==> config.mk <==
export PLATFORM = sky130hd
export DESIGN_NAME = circular_deque
export DESIGN_NICKNAME = d
export VERILOG_FILES = /design/src/rtl/cdq_pkg.sv /design/src/rtl/circular_deque.sv /design/src/rtl/cdq_cell.sv
export SDC_FILE = /design/constraint.sdc
export NUM_CORES = 1
export LEC_CHECK = 0
export ABC_AREA = 1
export ABC_CLOCK_PERIOD_IN_PS = 14000
export BUFFER_PORTS_ARGS = -buffer_cell sky130_fd_sc_hd__buf_2
export CORE_AREA = 2 2 279 281
export DETAILED_ROUTE_END_ITERATION = 10
export DIE_AREA = 0 0 281 283
export GPL_TIMING_DRIVEN = 0
export PLACE_DENSITY = 0.66
export REMOVE_ABC_BUFFERS = 1
export SETUP_SLACK_MARGIN = 0.3
export SLEW_MARGIN = 20
export SYNTH_ARGS = -nofsm -noshare
export SYNTH_HDL_FRONTEND = slang
export SYNTH_SLANG_ARGS = --single-unit
==> constraint.sdc <==
create_clock -name clk -period 14 [get_ports clk]
set_clock_uncertainty 0.05 [all_clocks]
set_input_delay 1.4 -clock clk [delete_from_list [all_inputs] [get_ports clk]]
set_output_delay 1.4 -clock clk [all_outputs]
set_load 0.02 [all_outputs]
==> src/rtl/cdq_pkg.sv <==
// cdq_pkg: shared types and constants for the circular deque.
// Sizes, request opcodes, the per-cell command and the result widening helper.
// No dependencies.
`timescale 1ns / 1ps
`default_nettype none

package cdq_pkg;

	localparam int DEPTH      = 16;
	localparam int DATA_WIDTH = 32;
	localparam int CNT_W      = $clog2(DEPTH + 1);
	localparam int CAP_W      = 5;
	localparam int OUT_W      = 32;

	localparam logic [CAP_W-1:0] CAP_RESET = CAP_W'(16);

	// Request opcodes
	typedef enum logic [2:0] {
		OP_PUSH_FRONT = 3'd0,
		OP_PUSH_BACK  = 3'd1,
		OP_POP_FRONT  = 3'd2,
		OP_POP_BACK   = 3'd3,
		OP_PEEK_FRONT = 3'd4,
		OP_PEEK_REAR  = 3'd5
	} op_t;

	// What every cell does this cycle
	typedef enum logic [2:0] {
		CELL_HOLD,
		CELL_SHIFT_IN_LEFT,
		CELL_FILL_FIRST_FREE,
		CELL_SHIFT_IN_RIGHT,
		CELL_DROP_REAR,
		CELL_CLEAR
	} cell_op_t;

	typedef struct packed {
		cell_op_t              kind;
		logic [DATA_WIDTH-1:0] data;
	} cell_cmd_t;

	// Sign-extend a stored entry to the 32-bit result field
	function automatic logic [OUT_W-1:0] widen(input logic [DATA_WIDTH-1:0] d);
		logic [63:0] ext;
		ext = 64'(signed'(d));
		return ext[OUT_W-1:0];
	endfunction

endpackage

`default_nettype wire

==> src/rtl/circular_deque.sv <==
// circular_deque: top level of the double-ended queue.
// Control, capacity register and result register around a chain of cdq_cell.
// Depends on cdq_pkg and cdq_cell.
`timescale 1ns / 1ps
`default_nettype none

// Channel   Direction  Signals                         Contents
// request   in         s_tvalid s_tready s_tdata[39:0] opcode, value_in
// result    out        m_tvalid m_tready m_tdata[39:0] ok, value_out, is_empty, is_full
// config    in         cfg_we cfg_wdata[4:0]           capacity_in_use
//
// One request per cycle: the request is decoded against the entry count
// and the cell chain in the cycle it is accepted, and its result lands in
// the output register on the next edge. s_tready is low only while a result
// waits in that register and m_tready is low, so a stall on the result side
// stops the request side in the same cycle. Reset (arst_n low) empties the
// chain and sets the capacity to 16. A capacity write also empties it.
// Entries sit in order in the chain: cell 0 is the front, the last
// occupied cell the rear. Pushes and pops at the front shift the whole row.

module circular_deque (
	input  wire logic                      clk,
	input  wire logic                      arst_n,
	// request: [2:0] opcode, [34:3] value_in, [39:35] zero
	input  wire logic                      s_tvalid,
	output logic                           s_tready,
	input  wire logic [39:0]               s_tdata,
	// result: [0] ok, [32:1] value_out, [33] is_empty, [34] is_full, [39:35] zero
	output logic                           m_tvalid,
	input  wire logic                      m_tready,
	output logic      [39:0]               m_tdata,
	// capacity register
	input  wire logic                      cfg_we,
	input  wire logic [cdq_pkg::CAP_W-1:0] cfg_wdata
);

	localparam int DW = cdq_pkg::DATA_WIDTH;
	localparam int NC = cdq_pkg::DEPTH;
	localparam int CW = cdq_pkg::CNT_W;
	localparam int OW = cdq_pkg::OUT_W;

	// ---------------- registers ----------------
	logic [cdq_pkg::CAP_W-1:0] cap_q;
	logic [CW-1:0]             count_q;
	logic                      out_valid_q;
	logic [39:0]               out_data_q;

	// ---------------- request fields ----------------
	logic [2:0]    opcode;
	logic [31:0]   value_in;
	logic [DW-1:0] push_val;
	logic          accept;

	assign opcode   = s_tdata[2:0];
	assign value_in = s_tdata[34:3];
	assign push_val = DW'(value_in);   // keep the low DATA_WIDTH bits

	assign s_tready = ~out_valid_q | m_tready;
	assign accept   = s_tvalid & s_tready;

	// ---------------- cell chain ----------------
	cdq_pkg::cell_cmd_t cmd;
	logic [DW-1:0] cell_data [NC];
	logic [NC-1:0] cell_occ;
	logic [NC-1:0] cell_rear;

	for (genvar i = 0; i < NC; i++) begin : g_cell
		logic [DW-1:0] l_data, r_data;
		logic          l_occ, r_occ;

		if (i == 0) begin : g_first
			// the front cell takes a pushed value from the command and
			// always counts its left side as occupied
			assign l_data = cmd.data;
			assign l_occ  = 1'b1;
		end else begin : g_mid
			assign l_data = cell_data[i-1];
			assign l_occ  = cell_occ[i-1];
		end

		if (i == NC - 1) begin : g_last
			assign r_data = '0;
			assign r_occ  = 1'b0;
		end else begin : g_inner
			assign r_data = cell_data[i+1];
			assign r_occ  = cell_occ[i+1];
		end

		cdq_cell u_cell (
			.clk        (clk),
			.arst_n     (arst_n),
			.cmd        (cmd),
			.left_data  (l_data),
			.left_occ   (l_occ),
			.right_data (r_data),
			.right_occ  (r_occ),
			.data_q     (cell_data[i]),
			.occ_q      (cell_occ[i]),
			.rear       (cell_rear[i])
		);
	end

	// rear entry: exactly one cell flags itself as rear when not empty
	logic [DW-1:0] rear_val;
	always_comb begin
		rear_val = '0;
		for (int i = 0; i < NC; i++) begin
			rear_val = rear_val | (cell_data[i] & {DW{cell_rear[i]}});
		end
	end

	// ---------------- decode ----------------
	logic [CW-1:0] cap_eff;
	logic          empty, full;
	logic          res_ok;
	logic [OW-1:0] res_val;
	logic [CW-1:0] count_nxt;

	// capacity above DEPTH saturates
	assign cap_eff = (int'(cap_q) > NC) ? CW'(NC) : CW'(cap_q);
	assign empty   = (count_q == '0);
	assign full    = (count_q >= cap_eff);

	always_comb begin
		cmd.kind  = cdq_pkg::CELL_HOLD;
		cmd.data  = push_val;
		res_ok    = 1'b0;
		res_val   = '0;
		count_nxt = count_q;
		unique case (opcode)
			cdq_pkg::OP_PUSH_FRONT: begin
				if (!full) begin
					res_ok    = 1'b1;
					cmd.kind  = cdq_pkg::CELL_SHIFT_IN_LEFT;
					count_nxt = count_q + CW'(1);
				end
			end
			cdq_pkg::OP_PUSH_BACK: begin
				if (!full) begin
					res_ok    = 1'b1;
					cmd.kind  = cdq_pkg::CELL_FILL_FIRST_FREE;
					count_nxt = count_q + CW'(1);
				end
			end
			cdq_pkg::OP_POP_FRONT: begin
				if (!empty) begin
					res_ok    = 1'b1;
					res_val   = cdq_pkg::widen(cell_data[0]);
					cmd.kind  = cdq_pkg::CELL_SHIFT_IN_RIGHT;
					count_nxt = count_q - CW'(1);
				end
			end
			cdq_pkg::OP_POP_BACK: begin
				if (!empty) begin
					res_ok    = 1'b1;
					res_val   = cdq_pkg::widen(rear_val);
					cmd.kind  = cdq_pkg::CELL_DROP_REAR;
					count_nxt = count_q - CW'(1);
				end
			end
			cdq_pkg::OP_PEEK_FRONT: begin
				if (!empty) begin
					res_ok  = 1'b1;
					res_val = cdq_pkg::widen(cell_data[0]);
				end else begin
					res_val = '1;   // failed peek answers -1
				end
			end
			cdq_pkg::OP_PEEK_REAR: begin
				if (!empty) begin
					res_ok  = 1'b1;
					res_val = cdq_pkg::widen(rear_val);
				end else begin
					res_val = '1;
				end
			end
			default: begin
				// unknown opcode: nothing changes, ok and value stay zero
			end
		endcase

		if (cfg_we) begin
			cmd.kind = cdq_pkg::CELL_CLEAR;
		end else if (!accept) begin
			cmd.kind = cdq_pkg::CELL_HOLD;
		end
	end

	// ---------------- state ----------------
	always_ff @(posedge clk or negedge arst_n) begin
		if (!arst_n) begin
			cap_q       <= cdq_pkg::CAP_RESET;
			count_q     <= '0;
			out_valid_q <= 1'b0;
		end else begin
			if (cfg_we) begin
				cap_q   <= cfg_wdata;
				count_q <= '0;
			end else if (accept) begin
				count_q <= count_nxt;
			end

			if (accept) begin
				out_valid_q <= 1'b1;
			end else if (m_tready) begin
				out_valid_q <= 1'b0;
			end
		end
	end

	// result payload, no reset needed
	always_ff @(posedge clk) begin
		if (accept) begin
			out_data_q <= {5'b0, (count_nxt == cap_eff), (count_nxt == '0), res_val, res_ok};
		end
	end

	assign m_tvalid = out_valid_q;
	assign m_tdata  = out_data_q;

endmodule

`default_nettype wire

==> src/rtl/cdq_cell.sv <==
// cdq_cell: one slot of the deque chain, holding an entry and its occupied flag.
// Trades data with its left (toward front) and right (toward rear) neighbors.
// Depends on cdq_pkg.
`timescale 1ns / 1ps
`default_nettype none

module cdq_cell (
	input  wire logic                          clk,
	input  wire logic                          arst_n,
	input  wire cdq_pkg::cell_cmd_t            cmd,
	input  wire logic [cdq_pkg::DATA_WIDTH-1:0] left_data,
	input  wire logic                          left_occ,
	input  wire logic [cdq_pkg::DATA_WIDTH-1:0] right_data,
	input  wire logic                          right_occ,
	output logic      [cdq_pkg::DATA_WIDTH-1:0] data_q,
	output logic                               occ_q,
	output logic                               rear
);

	// last occupied slot of the chain
	assign rear = occ_q & ~right_occ;

	always_ff @(posedge clk or negedge arst_n) begin
		if (!arst_n) begin
			occ_q <= 1'b0;
		end else begin
			case (cmd.kind)
				cdq_pkg::CELL_SHIFT_IN_LEFT:   occ_q <= left_occ;
				cdq_pkg::CELL_FILL_FIRST_FREE: occ_q <= occ_q | left_occ;
				cdq_pkg::CELL_SHIFT_IN_RIGHT:  occ_q <= right_occ;
				cdq_pkg::CELL_DROP_REAR:       occ_q <= occ_q & right_occ;
				cdq_pkg::CELL_CLEAR:           occ_q <= 1'b0;
				default:                       occ_q <= occ_q;
			endcase
		end
	end

	always_ff @(posedge clk) begin
		case (cmd.kind)
			cdq_pkg::CELL_SHIFT_IN_LEFT: data_q <= left_data;
			cdq_pkg::CELL_FILL_FIRST_FREE: begin
				if (!occ_q && left_occ) data_q <= cmd.data;
			end
			cdq_pkg::CELL_SHIFT_IN_RIGHT: data_q <= right_data;
			default: data_q <= data_q;
		endcase
	end

endmodule

`default_nettype wire

# After elaboration in Yosys (flattened, before gate mapping)
# Cells that the tools add are included.
# W data, S select, Z words.
# classes
add_sub_neg	2
order_cmp	2
eq_ne	27
n_mux	71
n_bitwise	94
n_reduce_logical	60
# op_table
cell	n
$pmux W32 S3	16
$mux W32	20
$and A32 B32 Y32	16
$or A32 B32 Y32	15
$pmux W32 S4	1
$pmux W1 S5	14
$reduce_and A2 Y1	16
$and A1 B1 Y1	31
$ne A2 B1 Y1 const B	15
$mux W5	5
$not A1 Y1	16
$or A1 B1 Y1	16
$logic_and A1 B1 Y1	15
$logic_not A1 Y1	15
$eq A3 B2 Y1 const B	4
$eq A3 B3 Y1 const B	4
$pmux W3 S4	1
$logic_not A5 Y1	2
$pmux W5 S2	1
$mux W3	3
$eq A3 B1 Y1 const B	2
$reduce_bool A3 Y1	2
$reduce_or A2 Y1	3
$add A5 B1 Y5 const B	1
other kinds (16)	22
# totals
register_bits	574
in_bits	50
out_inout_bits	42

# Longest topological paths before layout
# depth
word_depth	20
depth_mapped	20
ltp_nobuf	19

# By module
# From an unflattened synthesis, not the netlist that was laid out.
# hier_totals
hier_cells	4355
area_unflattened_um2	38385.6
# modules_own_cells
mod	n_inst	cells_each	area_each_um2
cdq_cell	16	216	2042.0
circular_deque	1	899	5714.2

# Worst setup path after synthesis
# Ideal clock, no wire load.
# synth_path
path_kind	input to register
start	in m_tready
end	reg g_cell[10].u_cell.data_q[0] in the netlist's numbering (enable)
setup_ps	466
arrival_ps	5095
required_ps	13484
slack_ps	8389
cell_stages	6
cell_sequence	inv_2 -> a21oi_4 -> nand3_2 -> nor2_8 -> inv_2 -> o21ai_0
# synth_between
elab_chain_cells	7
word_cells_on_any_way	10
# synth_rtl
element	line	source
start: declaration	circular_deque.sv:30	input wire logic m_tready,
$or A1 B1 Y1 *	circular_deque.sv:58	assign s_tready = ~out_valid_q | m_tready;
$and A1 B1 Y1 *	circular_deque.sv:59	assign accept = s_tvalid & s_tready;
via accept	circular_deque.sv:52	logic accept;
$mux W3 *	circular_deque.sv:184	end else if (!accept) begin
$mux W3 *	circular_deque.sv:182	if (cfg_we) begin
$eq A3 B2 Y1 / $eq A3 B1 Y1 (equally long branches)	cdq_cell.sv:39	case (cmd.kind)
$ne A2 B1 Y1 (no source line) / $reduce_bool A3 Y1 (equally long branches)	n/a	
$reduce_and A2 Y1 (no source line) *	n/a	
end signal: assignment	cdq_cell.sv:40	cdq_pkg::CELL_SHIFT_IN_LEFT: data_q <= left_data;
end signal: assignment	cdq_cell.sv:42	if (!occ_q && left_occ) data_q <= cmd.data;
end signal: assignment	cdq_cell.sv:44	cdq_pkg::CELL_SHIFT_IN_RIGHT: data_q <= right_data;
end: declaration	cdq_cell.sv:15	output logic [cdq_pkg::DATA_WIDTH-1:0] data_q,
# The timed path passes the listed nets; every way through them passes the cells marked *.
# A chain may end at the register's enable or synchronous reset.

# Worst setup path in the final report
# layout_path
start	reg cap_q[1] in the netlist's numbering
end	reg g_cell[5].u_cell.data_q[22] in the netlist's numbering (enable)
# layout_between
elab_chain_cells	10
word_cells_on_any_way	14
# layout_rtl
element	line	source
start: declaration	circular_deque.sv:43	logic [cdq_pkg::CAP_W-1:0] cap_q;
start signal: assignment	circular_deque.sv:192	cap_q <= cdq_pkg::CAP_RESET;
start signal: assignment	circular_deque.sv:197	cap_q <= cfg_wdata;
$gt A5 B5 Y1	circular_deque.sv:120	assign cap_eff = (int'(cap_q) > NC) ? CW'(NC) : CW'(cap_q);
$mux W5 *	circular_deque.sv:120	
$ge A5 B5 Y1 *	circular_deque.sv:122	assign full = (count_q >= cap_eff);
$mux W1 / $mux W2 (equally long branches)	circular_deque.sv:132, circular_deque.sv:139	
$pmux W3 S4 *	circular_deque.sv:130	unique case (opcode)
$mux W3 *	circular_deque.sv:184	
$mux W3 *	circular_deque.sv:182	
$eq A3 B2 Y1 / $eq A3 B1 Y1 (equally long branches)	cdq_cell.sv:39	
$ne A2 B1 Y1 (no source line) / $reduce_bool A3 Y1 (equally long branches)	n/a	
$reduce_and A2 Y1 (no source line) *	n/a	
end signal: assignment	cdq_cell.sv:40	
end signal: assignment	cdq_cell.sv:42	
end signal: assignment	cdq_cell.sv:44	
end: declaration	cdq_cell.sv:15	
# Mark *: on every way between the ends. The rest lies on a longest branch, timed or not.

==> impl_metrics.csv <==
group,metric,value,unit
worst_setup_path,r2r_cells,17,
pwr,pwr-share-clk,36.8,%
worst_setup_path,endpoint_kind,"register",
clock_network,numCtsBuffers,61,
pwr,p_sw,1.30,mW
clock_network,htree_levels,2,
timing,layout_worst_path_cycle_share,35.8,%
logic_synthesis,ys_types,52,
pwr,intPower,3.05,mW
place,postPlaceCellArea,0.0331,sq mm
run,cap_violations,0,
timing,drv_slew,0,
logic_synthesis,synth_area,0.0303,sq mm
global_routing,grt_start_max_net_pins,99,
pwr,p_per_area,124,mW/mm^2
final_layout,drive_gt1_share,15.2,%
clock_network,hold_buffers,0,
drt,avgRoutedWirePerCell,25.8,um
worst_setup_path,path_cells,"inv_1 > nand3_1 > o21ai_0 > nand2_1 > ha_1 > nand2_1 > nand2_1 > a21oi_2 > nand3_1 > nand2_1 > nand3_2 > nor2_8 > buf_12 > inv_2 > o21ai_4 > buf_16 > buf_16",
final_layout,area_delta_synth_final,15.8,%
logic_synthesis,postSynthAreaPerCell,10.8,sq um
pwr,ir_worst_vdd,102,uV
drt,drtPass1Iterations,6,
timing,setup-tns-final,0,ps
die,die_area,0.0795,sq mm
pwr,switching_share,29.8,%
clock_network,cts_setup_buffers,0,
worst_setup_path,critical_path.max_stage_delay,720,ps
worst_setup_path,crit_buf_inv,5,
timing,rsz0062_at_grt,"no",
worst_setup_path,startpoint_type,"register",
drt,vias,24500,
worst_setup_path,critical_path.max_fanout,16,
global_routing,grt_pass1_wl,149,mm
worst_setup_path,critPathKind,"reg2reg",
worst_setup_path,crit_slowest_cell,"o21ai_4",
die,core_region_area,0.0767,sq mm
place,dp_hpwl,63.7,mm
pwr,pwr-share-seq,45.6,%
worst_hold_path,hp-class,"reg2reg",
drt,drtIter0Drc,4221,
clock_network,cts.path.max_buffers,3,
timing,setup_viol,0,
clock_network,cts.reportedPaths.clkPinSlew,60,ps
logic_synthesis,yosys_warnings,0,
timing,finalHoldViolCount,0,
timing,slew-limit-headroom,20.7,%
global_routing,globalRouteOverflowTotal,0,
drt,via_per_inst,6.27,
pwr,power,4.35,mW
die,rows,102,
worst_hold_path,worstHoldEndpoint,"cap_q[2]",
logic_synthesis,synthCells,2795,
die,die_x,281,um
clock_network,clock_latency,680,ps
worst_hold_path,holdPathStages,2,
final_layout,fin_nets,2872,
worst_setup_path,r2r_start,"cap_q[1]",
worst_hold_path,hold_start,"cap_q[2]",
die,start_util,39.5,%
logic_synthesis,ys_ff_latch,574,
global_routing,antenna_found_initial,1,
worst_setup_path,cp_common_cell,"nand2_1",
die,die_h,283,um
timing,tightest_slew,1190,ps
run_status,status,"completed",
global_routing,grt_pass1_vias,22600,
worst_setup_path,cp_top_family,"simple AND/OR/NAND/NOR gates",
clock_network,cts_root_buf,"clkbuf_16",
place,gp_congestion,0.842,
worst_setup_path,r2r_slack,8980,ps
clock_network,cts_sinks,574,
global_routing,grt.total_usage,24.8,%
worst_setup_path,worstPathRequired,14320,ps
drt,drt_wl_total,101,mm
logic_synthesis,seq_area_frac_synth,56.5,%
worst_setup_path,regToRegEndpoint,"g_cell[5].u_cell.data_q[22]",
timing,fin_ws,8980,ps
pwr,combPwrFrac,17.6,%
clock_network,cts_tree,"yes",
worst_setup_path,crit_arrival,5340,ps
place,io_buffers,81,
drt,drc,0,
die,io_pins,92,
timing,fin_crit,5020,ps
final_layout,finalInstanceArea,0.0351,sq mm
drt,postRouteAntennaNets,0,
place,place_ws,8520,ps
timing,max_freq,199,MHz
pwr,p_leak,13.8,nW
clock_network,postCtsResizedCells,0,
worst_setup_path,startpoint,"cap_q[1]",
-- worst max path at each step --
stage                                   to  slack, ps  cells after the start
5_1_grt        g_cell[5].u_cell.data_q[31]       8780                     17
3_3_place_gp   g_cell[0].u_cell.data_q[15]     -35120                      7
6_report       g_cell[5].u_cell.data_q[22]       8980                     17
4_1_cts        g_cell[5].u_cell.data_q[31]       8990                     17
3_5_place_dp    g_cell[5].u_cell.data_q[0]       8520                     10
2_1_floorplan  g_cell[10].u_cell.data_q[0]     -13640                      7
-- worst min-delay path: cells and delay by family, from the launching register on --
family | cells | cell delay (ps)
AOI/OAI and AO/OA | 1 | 70
DFF | 1 | 380
buffers and inverters | 1 | 60
-- final cells by class --
class / count / area (sq um)
tap: 1040 / 1300
antenna: 1 / 2.50
clock buffer: 77 / 1640
clock inverter: 37 / 295
sequential: 574 / 17100
timing repair buffer: 169 / 2620
multi-input combinational: 1445 / 9990
fill: 6810 / 41600
inverter: 564 / 2120
-- cell usage in the layout (no fill, tap or decap), drive strengths merged, types with 18 or more instances in the layout --
| cell | n |
|---|---|
| nor2 | 65 |
| o21ai | 178 |
| nand4 | 24 |
| a21oi | 63 |
| edfxtp | 547 |
| o211ai | 48 |
| nand2 | 365 |
| dfrtp | 26 |
| nor4 | 18 |
| o22ai | 114 |
| a221oi | 42 |
| clkinv | 37 |
| nand3 | 53 |
| o221ai | 431 |
| buf | 169 |
| clkbuf | 77 |
| inv | 561 |
-- per-layer routing --
metal	GRT usage, %	vias up	part of all wire, %
met4	10.4	0	4.9
met3	5.71	325	13
met1	35.5	11900	39
met5	0	-	0
li1	-	10500	-
met2	35.9	1773	43
-- power by group through the flow --
stage          logic [mW]  clock network, mW  registers (mW)
6_report            0.763               1.60            1.98
5_1_grt             0.791               1.68            1.99
4_1_cts             0.736               1.61            1.98
3_5_place_dp        0.733                  0            2.02
3_3_place_gp        0.644                  0            2.03
2_1_floorplan       0.354                  0            2.02
-- registers in the layout (all words and copies together), names as in the netlist --
register,count
m_tvalid,1
cap_q,5
m_tdata,35
g_cell.u_cell.data_q,512
g_cell.u_cell.occ_q,16
count_q,5
-- cells by family (layout without fill, tap and decap cells) --
| group | after synthesis | after routing | synth area share (%) |
|---|---|---|---|
| buffers and inverters | 780 | 847 | 11.5 |
| adders and majority gates | 7 | 7 | 0.289 |
| other | 1 | 6 | 0.0124 |
| DFF | 574 | 574 | 56.5 |
| xor gates and xnor gates | 2 | 2 | 0.0579 |
| and+or+nand+nor | 539 | 539 | 8.46 |
| AOI/OAI and AO/OA | 892 | 892 | 23.2 |
-- cells in the mapped netlist (all sizes together) --
library cell / instances / area [sq um]
inv: 559 / 2100
edfxtp: 547 / 16400
o221ai: 431 / 4150
nand2: 365 / 1650
o21ai: 178 / 906
buf: 163 / 1160
o22ai: 114 / 713
nor2: 65 / 280
a21oi: 63 / 353
clkbuf: 53 / 199
nand3: 53 / 295
o211ai: 48 / 400
a221oi: 42 / 368
dfrtp: 26 / 651
nand4: 24 / 150
nor4: 18 / 113
nor3: 10 / 50.1
ha: 7 / 87.6
a211oi: 6 / 45.0
a31o: 6 / 52.6
clkinv: 5 / 20.0
o2111ai: 3 / 26.3
and3: 2 / 12.5
a31oi: 1 / 6.26
conb: 1 / 3.75
dfstp: 1 / 26.3
nor3b: 1 / 7.51
or2: 1 / 6.26
xnor2: 1 / 8.76
xor2: 1 / 8.76
-- through the flow --
stage / cells / util (%) / hold slack [ps]
3_3_place_gp: 3704 / 39.9 / 482
5_1_grt: 3906 / 45.7 / 526
3_5_place_dp: 3792 / 43.2 / 490
4_1_cts: 3906 / 45.7 / 502
6_report: 3907 / 45.7 / 498
2_1_floorplan: 2583 / - / 452
(Power assumes the default switching activity.)
